===== src/sv/escaped_string_decoder_defines.svh =====
// ----------------------------------------------------------------------------
// Escaped string decoder assertion macros
// Concurrent check helpers, compiled out for synthesis.
// ----------------------------------------------------------------------------
`ifndef ESCAPED_STRING_DECODER_DEFINES_SVH
`define ESCAPED_STRING_DECODER_DEFINES_SVH

`ifndef SYNTHESIS

// property holds at every edge out of reset
`define ESD_ASSERT(name, expr) \
    name: assert property (@(posedge clk) disable iff (!rst_n) (expr)) \
        else $error("esd assertion failed");

// same-cycle implication
`define ESD_ASSERT_IMP(name, ante, cons) \
    name: assert property (@(posedge clk) disable iff (!rst_n) (ante) |-> (cons)) \
        else $error("esd implication failed");

// next-cycle implication
`define ESD_ASSERT_NXT(name, ante, cons) \
    name: assert property (@(posedge clk) disable iff (!rst_n) (ante) |=> (cons)) \
        else $error("esd next-cycle check failed");

`else

`define ESD_ASSERT(name, expr)
`define ESD_ASSERT_IMP(name, ante, cons)
`define ESD_ASSERT_NXT(name, ante, cons)

`endif

`endif


===== src/sv/esd_pkg.sv =====
// ----------------------------------------------------------------------------
// Escaped string decoder package
// Types, codes and character constants of the escaped string decoder.
// ----------------------------------------------------------------------------
package esd_pkg;

    localparam int MAX_BYTES   = 256;
    localparam int COUNT_W     = 9;
    localparam int FIFO_DEPTH  = 4;
    localparam int FIFO_AW     = 2;
    localparam int FIFO_CW     = 3;

    typedef enum logic [2:0] {
        PH_IDLE = 3'd0,
        PH_STR  = 3'd1,
        PH_ESC  = 3'd2,
        PH_HEX  = 3'd3,
        PH_OCT  = 3'd4
    } phase_t;

    typedef enum logic [1:0] {
        KIND_BYTE  = 2'd0,
        KIND_CLOSE = 2'd1,
        KIND_FAIL  = 2'd2
    } kind_t;

    // configuration register indexes
    localparam logic REG_OPEN_QUOTE  = 1'b0;
    localparam logic REG_CLOSE_QUOTE = 1'b1;

    localparam logic [7:0] OPEN_QUOTE_RST  = 8'd34;
    localparam logic [7:0] CLOSE_QUOTE_RST = 8'd34;

    localparam logic [7:0] CH_EOL   = 8'h00;
    localparam logic [7:0] CH_TAB   = 8'h09;
    localparam logic [7:0] CH_SPACE = 8'h20;
    localparam logic [7:0] CH_BSL   = 8'h5C;
    localparam logic [7:0] CH_A     = 8'h61;
    localparam logic [7:0] CH_B     = 8'h62;
    localparam logic [7:0] CH_F     = 8'h66;
    localparam logic [7:0] CH_N     = 8'h6E;
    localparam logic [7:0] CH_R     = 8'h72;
    localparam logic [7:0] CH_T     = 8'h74;
    localparam logic [7:0] CH_V     = 8'h76;
    localparam logic [7:0] CH_X     = 8'h78;
    localparam logic [7:0] CH_ZERO  = 8'h30;

    typedef struct packed {
        kind_t              kind;
        logic [7:0]         data;
        logic [COUNT_W-1:0] count;
        logic               ovf;
        logic               last;
    } result_t;

    // hex digit value; valid flag in bit 4
    function automatic logic [4:0] hex_digit(input logic [7:0] c);
        logic [4:0] r;
        r = 5'd0;
        if (c >= 8'h30 && c <= 8'h39)
            r = {1'b1, c[3:0]};
        else if ((c >= 8'h41 && c <= 8'h46) || (c >= 8'h61 && c <= 8'h66))
            r = {1'b1, c[3:0] + 4'd9};
        return r;
    endfunction

endpackage


===== src/sv/escaped_string_decoder.sv =====
// ----------------------------------------------------------------------------
// Escaped string decoder
// Decodes one quoted C-style escaped string per line, one character a word.
// ----------------------------------------------------------------------------
// One character word is taken per cycle into an input register while in_stall
// is low, decoded in a single combinational pass against the phase, escape
// accumulator and byte counter, and its zero, one or two result words are
// pushed into a four-entry result queue. The input side takes a new word every
// cycle while the queue has room for two results; the output side drains one
// result per cycle while out_stall is low, so the sustained rate is then one
// character per cycle for characters that give at most one result. The first
// result word of a character is valid once it is in the queue. open_quote and
// close_quote must be written only while idle; the block does not enforce it.
`include "escaped_string_decoder_defines.svh"

module escaped_string_decoder (
    input  logic        clk,
    input  logic        rst_n,
    input  logic        cfg_we,
    input  logic        cfg_index,
    input  logic [7:0]  cfg_data,
    input  logic        in_valid,
    output logic        in_stall,
    input  logic [7:0]  char_code,
    output logic        out_valid,
    input  logic        out_stall,
    output logic [1:0]  result_kind,
    output logic [7:0]  out_byte,
    output logic [8:0]  byte_count,
    output logic        overflow,
    output logic        last
);

    localparam logic [esd_pkg::COUNT_W-1:0] CNT_MAX =
        esd_pkg::COUNT_W'(esd_pkg::MAX_BYTES);
    localparam logic [esd_pkg::FIFO_CW-1:0] ROOM_LIMIT =
        esd_pkg::FIFO_CW'(esd_pkg::FIFO_DEPTH - 2);

    logic [7:0] open_quote_reg;
    logic [7:0] close_quote_reg;

    logic       s1_valid_reg;
    logic [7:0] s1_char_reg;

    esd_pkg::phase_t              phase_reg, phase_next;
    logic [7:0]                   acc_reg, acc_next;
    logic [esd_pkg::COUNT_W-1:0]  cnt_reg, cnt_next;
    logic                         sat_reg, sat_next;

    esd_pkg::result_t             fifo_mem [esd_pkg::FIFO_DEPTH];
    logic [esd_pkg::FIFO_AW-1:0]  wr_ptr_reg, rd_ptr_reg;
    logic [esd_pkg::FIFO_CW-1:0]  fcount_reg, fcount_next;

    logic advance;
    logic pop;

    esd_pkg::result_t r0, r1;
    logic             v0, v1;

    // configuration
    always_ff @(posedge clk or negedge rst_n)
    begin
        if (!rst_n)
        begin
            open_quote_reg  <= esd_pkg::OPEN_QUOTE_RST;
            close_quote_reg <= esd_pkg::CLOSE_QUOTE_RST;
        end
        else if (cfg_we)
        begin
            unique case (cfg_index)
                esd_pkg::REG_OPEN_QUOTE:  open_quote_reg  <= cfg_data;
                esd_pkg::REG_CLOSE_QUOTE: close_quote_reg <= cfg_data;
                default: ;
            endcase
        end
    end

    assign advance  = s1_valid_reg && (fcount_reg <= ROOM_LIMIT);
    assign in_stall = s1_valid_reg && !advance;
    assign out_valid = (fcount_reg != '0);
    assign pop       = out_valid && !out_stall;

    // input register
    always_ff @(posedge clk or negedge rst_n)
    begin
        if (!rst_n)
            s1_valid_reg <= 1'b0;
        else if (in_valid && !in_stall)
            s1_valid_reg <= 1'b1;
        else if (advance)
            s1_valid_reg <= 1'b0;
    end

    always_ff @(posedge clk)
    begin
        if (in_valid && !in_stall)
            s1_char_reg <= char_code;
    end

    // decode pass
    logic [7:0]                  c;
    logic [4:0]                  hexd;
    logic                        oct_ok;
    logic [esd_pkg::COUNT_W-1:0] bump1_cnt, str_cnt, bump2_cnt;
    logic                        bump1_sat, str_sat, bump2_sat;
    logic                        hexoct;
    logic                        str_v;
    esd_pkg::result_t            str_r;
    esd_pkg::phase_t             str_phase;
    logic [esd_pkg::COUNT_W-1:0] str_cnt_out;
    logic                        str_sat_out;
    logic [7:0]                  esc_byte;

    always_comb
    begin
        c      = s1_char_reg;
        hexd   = esd_pkg::hex_digit(c);
        oct_ok = (c >= 8'h30) && (c <= 8'h37);
        hexoct = (phase_reg == esd_pkg::PH_HEX) || (phase_reg == esd_pkg::PH_OCT);

        bump1_cnt = (cnt_reg < CNT_MAX) ? cnt_reg + esd_pkg::COUNT_W'(1) : cnt_reg;
        bump1_sat = sat_reg | (cnt_reg >= CNT_MAX);

        // a numeric escape flush counts its byte before the terminator
        str_cnt   = hexoct ? bump1_cnt : cnt_reg;
        str_sat   = hexoct ? bump1_sat : sat_reg;
        bump2_cnt = (str_cnt < CNT_MAX) ? str_cnt + esd_pkg::COUNT_W'(1) : str_cnt;
        bump2_sat = str_sat | (str_cnt >= CNT_MAX);

        // ordinary character inside the string
        str_v       = 1'b1;
        str_r       = '0;
        str_phase   = esd_pkg::PH_STR;
        str_cnt_out = str_cnt;
        str_sat_out = str_sat;
        if (c == close_quote_reg)
        begin
            str_r.kind  = esd_pkg::KIND_CLOSE;
            str_r.count = str_cnt;
            str_r.ovf   = str_sat;
            str_phase   = esd_pkg::PH_IDLE;
        end
        else if (c == esd_pkg::CH_EOL)
        begin
            str_r.kind = esd_pkg::KIND_FAIL;
            str_phase  = esd_pkg::PH_IDLE;
        end
        else if (c == esd_pkg::CH_BSL)
        begin
            str_v     = 1'b0;
            str_phase = esd_pkg::PH_ESC;
        end
        else
        begin
            str_r.kind  = esd_pkg::KIND_BYTE;
            str_r.data  = c;
            str_cnt_out = bump2_cnt;
            str_sat_out = bump2_sat;
        end

        unique case (c)
            esd_pkg::CH_A: esc_byte = 8'd7;
            esd_pkg::CH_B: esc_byte = 8'd8;
            esd_pkg::CH_F: esc_byte = 8'd12;
            esd_pkg::CH_N: esc_byte = 8'd10;
            esd_pkg::CH_R: esc_byte = 8'd13;
            esd_pkg::CH_T: esc_byte = 8'd9;
            esd_pkg::CH_V: esc_byte = 8'd11;
            default:       esc_byte = c;
        endcase

        v0         = 1'b0;
        v1         = 1'b0;
        r0         = '0;
        r1         = '0;
        phase_next = phase_reg;
        acc_next   = acc_reg;
        cnt_next   = cnt_reg;
        sat_next   = sat_reg;

        unique case (phase_reg) inside
            esd_pkg::PH_IDLE:
            begin
                if (c == esd_pkg::CH_SPACE || c == esd_pkg::CH_TAB)
                begin
                    phase_next = esd_pkg::PH_IDLE;
                end
                else if (c != esd_pkg::CH_EOL && c == open_quote_reg)
                begin
                    phase_next = esd_pkg::PH_STR;
                    acc_next   = '0;
                    cnt_next   = '0;
                    sat_next   = 1'b0;
                end
                else
                begin
                    v0      = 1'b1;
                    r0.kind = esd_pkg::KIND_FAIL;
                end
            end
            esd_pkg::PH_STR:
            begin
                v0         = str_v;
                r0         = str_r;
                phase_next = str_phase;
                cnt_next   = str_cnt_out;
                sat_next   = str_sat_out;
            end
            esd_pkg::PH_ESC:
            begin
                phase_next = esd_pkg::PH_STR;
                if (c == esd_pkg::CH_EOL)
                begin
                    v0         = 1'b1;
                    r0.kind    = esd_pkg::KIND_FAIL;
                    phase_next = esd_pkg::PH_IDLE;
                end
                else if (c == esd_pkg::CH_X)
                begin
                    acc_next   = '0;
                    phase_next = esd_pkg::PH_HEX;
                end
                else if (c == esd_pkg::CH_ZERO)
                begin
                    acc_next   = '0;
                    phase_next = esd_pkg::PH_OCT;
                end
                else
                begin
                    v0       = 1'b1;
                    r0.kind  = esd_pkg::KIND_BYTE;
                    r0.data  = esc_byte;
                    cnt_next = bump1_cnt;
                    sat_next = bump1_sat;
                end
            end
            esd_pkg::PH_HEX,
            esd_pkg::PH_OCT:
            begin
                if (phase_reg == esd_pkg::PH_HEX && hexd[4])
                begin
                    acc_next = {acc_reg[3:0], hexd[3:0]};
                end
                else if (phase_reg == esd_pkg::PH_OCT && oct_ok)
                begin
                    acc_next = {acc_reg[4:0], c[2:0]};
                end
                else
                begin
                    // flush the accumulated byte, then treat c as a string char
                    v0         = 1'b1;
                    r0.kind    = esd_pkg::KIND_BYTE;
                    r0.data    = acc_reg;
                    v1         = str_v;
                    r1         = str_r;
                    acc_next   = '0;
                    phase_next = str_phase;
                    cnt_next   = str_cnt_out;
                    sat_next   = str_sat_out;
                end
            end
            default:
            begin
                phase_next = esd_pkg::PH_IDLE;
            end
        endcase

        r0.last = v0 && !v1;
        r1.last = v1;
    end

    always_ff @(posedge clk or negedge rst_n)
    begin
        if (!rst_n)
        begin
            phase_reg <= esd_pkg::PH_IDLE;
            acc_reg   <= '0;
            cnt_reg   <= '0;
            sat_reg   <= 1'b0;
        end
        else if (advance)
        begin
            phase_reg <= phase_next;
            acc_reg   <= acc_next;
            cnt_reg   <= cnt_next;
            sat_reg   <= sat_next;
        end
    end

    // result queue
    always_comb
    begin
        fcount_next = fcount_reg - esd_pkg::FIFO_CW'(pop);
        if (advance)
            fcount_next = fcount_next + esd_pkg::FIFO_CW'(v0) + esd_pkg::FIFO_CW'(v1);
    end

    always_ff @(posedge clk or negedge rst_n)
    begin
        if (!rst_n)
        begin
            wr_ptr_reg <= '0;
            rd_ptr_reg <= '0;
            fcount_reg <= '0;
        end
        else
        begin
            fcount_reg <= fcount_next;
            if (pop)
                rd_ptr_reg <= rd_ptr_reg + esd_pkg::FIFO_AW'(1);
            if (advance)
                wr_ptr_reg <= wr_ptr_reg + esd_pkg::FIFO_AW'(v0) + esd_pkg::FIFO_AW'(v1);
        end
    end

    always_ff @(posedge clk)
    begin
        if (advance && v0)
            fifo_mem[wr_ptr_reg] <= r0;
        if (advance && v1)
            fifo_mem[wr_ptr_reg + esd_pkg::FIFO_AW'(1)] <= r1;
    end

    assign result_kind = fifo_mem[rd_ptr_reg].kind;
    assign out_byte    = fifo_mem[rd_ptr_reg].data;
    assign byte_count  = fifo_mem[rd_ptr_reg].count;
    assign overflow    = fifo_mem[rd_ptr_reg].ovf;
    assign last        = fifo_mem[rd_ptr_reg].last;

    // checks
    logic head_close;
    logic end_word;

    assign head_close = (result_kind == esd_pkg::KIND_CLOSE);
    assign end_word   = (v0 && r0.kind != esd_pkg::KIND_BYTE) ||
                        (v1 && r1.kind != esd_pkg::KIND_BYTE);

    `ESD_ASSERT(a_fifo_bound, fcount_reg <= esd_pkg::FIFO_CW'(esd_pkg::FIFO_DEPTH))
    `ESD_ASSERT_IMP(a_count_only_on_close, out_valid && !head_close, byte_count == '0 && !overflow)
    `ESD_ASSERT_NXT(a_idle_after_end, advance && end_word, phase_reg == esd_pkg::PH_IDLE)
    `ESD_ASSERT_IMP(a_second_needs_first, v1, v0 && r0.kind == esd_pkg::KIND_BYTE)

endmodule


===== config.mk =====
export PLATFORM = sky130hd
export DESIGN_NAME = escaped_string_decoder
export DESIGN_NICKNAME = d
export VERILOG_FILES = /design/src/sv/esd_pkg.sv /design/src/sv/escaped_string_decoder.sv
export VERILOG_INCLUDE_DIRS = /design/src /design/src/sv
export SDC_FILE = /design/constraint.sdc
export NUM_CORES = 1
export LEC_CHECK = 0
export BUFFER_PORTS_ARGS = -buffer_cell sky130_fd_sc_hd__buf_4
export CAP_MARGIN = 20
export CORE_MARGIN = 3
export CORE_UTILIZATION = 60
export CTS_CLUSTER_SIZE = 25
export DETAILED_ROUTE_END_ITERATION = 6
export GPL_TIMING_DRIVEN = 0
export PLACE_DENSITY_LB_ADDON = 0.05
export REMOVE_ABC_BUFFERS = 1
export SYNTH_ARGS = -nofsm -noshare
export SYNTH_HDL_FRONTEND = slang
export SYNTH_SLANG_ARGS = --single-unit

===== constraint.sdc =====
create_clock -name clk -period 5.1 [get_ports clk]
set_input_delay 0.51 -clock clk [delete_from_list [all_inputs] [get_ports clk]]
set_output_delay 0.51 -clock clk [all_outputs]
set_load 0.01 [all_outputs]

==> metrics.md <==
| Metric | Value |
|---|---|
| Status | complete, no violations |
| #FFs+latches synth | 137 |
| Number of max-cap violations | 0 |
| Startpoint class of the critical path | register |
| Post-synth top area share | 0.358 |
| Fin. max-slew vios | 0 |
| Vias/cell | about 6.3 |
| Post-route setup slack | 0.893 ns |
| Adder-Cell Fraction of Synth Area | 0.0198 |
| Yosys top cell by area | edfxtp_1 |
| Final Setup Violations | 0 |
| Fmax | approximately 240 MHz |
| DP HPWL | around 12 mm |
| Clk sinks | around 140 |
| Clock skew | around 0.0068 ns |
| Period utilization | 0.825 |
| Final #Nets | between 700 and 800 |
| Core Region | between 10000 and 15000 µm² |
| P_leak | about 3.2 nW |
| Synth async-reset ratio | 0.328 |
| Critical Path RT | approximately 5.3 ns |
| Root Buffer | clkbuf_16 |
| Chip Width | 119 µm |
| Post-DP Area | 8170 µm² |
| Gr ovfl total | 0 |
| Mux cell area share after synthesis | 0.0951 |
| Post-route setup TNS | 0 ns |
| # Post-CTS Setup Buffers | 0 |
| RSZ-0062 raised after global routing | no |
| Max Root-Sink Buffers | 2 |
| Synth area leaders | edfxtp_1 36%, dfrtp_1 13%, mux4_2 6.1% |
| Row cnt | 40 |
| Synth Instances | ~710 |
| Pre-CTS setup slack | ~1.0 ns |
| Hold WC Path Type | input pin to async pin |
| # IOs | between 40 and 50 |
| CTS Buf Count | 17 |
| Synth Area in Simple Gates | 0.178 |
| Post-CTS sizing | 0 |
| Maximum fanout along the worst path | 15 |
| PortBufs | 44 |
| Wire length per cell | between 15 and 20 µm |
| Pwr dens | between 400 and 500 nW/µm² |
| Hold buffer count at CTS | 0 |
| Pin count of the biggest net entering global routing | 46 |
| Clk_lat worst skew | ~0.42 ns |
| Synth warnings | 0 |
| Via Count | a little under 6000 |
| Critical path class | register to register |
| Tot Pwr | about 4.3 mW |
| Syn avg cell area | 10.9 µm² |
| Starting Density | 0.627 |
| Vias in the first global route | a little under 6000 |
| CTS tree | done |
| Max VDD drop | 0.396 mV |
| Relative slew slack | 0.270 |
| Total die area | 14300 µm² |
| Ratio of cells with drive above 1 in the final layout | 0.191 |
| Syn Std Cell Area | 7720 µm² |
| Critical path arrival | between 4 and 5 ns |
| Number of synthesized flops with an enable pin | 92 |
| Post-route ant nets | 0 |
| Hold Vio Cnt, Final | 0 |
| Number of DRC markers in iteration 0 | 681 |
| Total GRT Usage | 0.264 |
| Synth Area in XOR/XNOR | 0.0420 |
| Seq/Total Area, Yosys | 0.504 |
| Top_reg_cell synth | edfxtp_1 |
| Endpoint type of the worst setup path | register |
| CTS clock-pin slew for the worst setup and hold paths | roughly 0.06 ns |
| Residual DRC | 0 |
| Initial antenna violation count | 0 |
| Final wirelength | ~18 mm |
| Compound-Gate Fraction of Synth Area | 0.127 |
| H-tree level count | 4 |
| Tmin final | approximately 4.2 ns |
| Largest family of logic cells by synthesized area | simple AND/OR/NAND/NOR gates |
| Final non-filler cell area | about 8700 µm² |
| Max FFs per register | 84 |
| Drt first pass iters | 5 |
| Area growth, synth to finish | 13.0% |
| Tightest Pin Transition | 1.09 ns |
| Ant. Diodes | 0 |
| First-pass GRT wire length | 29.7 mm |
| Cell variety after synth | 73 |
| RePlAce Congestion | ~0.94 |
| Die Y | 119 µm |
[placed cells by master (no fill, tap or decap), types with 18 or more instances in the layout]
master | synthesis | routed
nand2_1 | 54 | 54
edfxtp_1 | 92 | 92
a21oi_1 | 41 | 40
dfrtp_1 | 41 | 40
buf_4 | 1 | 45
o21ai_0 | 38 | 38
nor2_1 | 89 | 88
mux4_2 | 21 | 21
inv_1 | 18 | 18
xnor2_1 | 21 | 21
nand3_1 | 35 | 35
[critical path, stage by stage, from the launching register on]
cell      delay (ns)
edfxtp_1        0.77
inv_1           0.19
ha_1            0.33
o21bai_1        0.26
o21ai_0         0.14
a21oi_1         0.34
nand3_2         0.31
nor4_2          0.97
nor2_1          0.45
nor3_1          0.26
[cells by family after synthesis]
family,after synthesis
flip-flops,137
XOR/XNOR,37
multiplexers,45
adder cells (fa/ha/maj),11
AO/OA/AOI/OAI,150
AND/OR/NAND/NOR,264
buffers and inverters,64
[power by group]
group          leakage [nW]  internal, mW  switching, mW
clock                 0.270         0.672          0.483
sequential             1.40          1.48          0.297
combinational          1.55         0.648          0.701
total                  3.22          2.80           1.48
[final timing paths]
| check | start | to | slack (ns) | depth (start not counted) |
|---|---|---|---|---|
| max | c[1] | fifo_mem[2][10] | 0.89 | 9 |
| min in group clk | char_code[1] | c[1] | 0.26 | 1 |
| max in group asynchronous | rst_n | rd_ptr_reg[0] | 4.58 | 1 |
| min | rst_n | s1_valid_reg | 0.10 | 1 |
| min reg2reg | close_quote_reg[6] | close_quote_reg[6] | 0.53 | 1 |
| max reg2reg | c[1] | fifo_mem[2][10] | 0.89 | 9 |
[cells in the mapped netlist (all sizes together) (16+ instances only)]
cell type,n
nand3,36
a21oi,41
o21ai,40
xnor2,21
inv,18
clkbuf,30
mux4,21
edfxtp,92
nor2,89
buf,16
nand2,54
xor2,16
dfrtp,41
mux2,17
[routing by layer]
layer / vias to the layer above / share of wire / GRT usage / routed length [µm]
met1: 2749 / 0.42 / 0.359 / 7540
li1: 2682 / - / - / -
met4: 0 / 0.018 / 0.108 / 327
met3: 31 / 0.084 / 0.0570 / 1510
met5: - / 0 / 0 / 0
met2: 323 / 0.48 / 0.416 / 8560
[metrics by stage]
step	hold WS, ns	utilization	std cells
after floorplan	0.214	-	662
after global placement	0.508	0.655	874
after detailed placement	0.517	0.664	881
after CTS	0.108	0.709	913
after global routing	0.128	0.709	913
final	0.100	0.709	913
[area by class of cell]
| class | instances | area (µm²) |
|---|---|---|
| Clock buffer | 18 | 429 |
| Clock inverter | 14 | 124 |
| Fill cell | 893 | 3590 |
| Inverter | 18 | 67.6 |
| Multi-Input combinational cell | 507 | 3580 |
| Sequential cell | 137 | 3890 |
| Tap cell | 168 | 210 |
| Timing Repair Buffer | 51 | 417 |
Power figures use the tool's default switching activity.
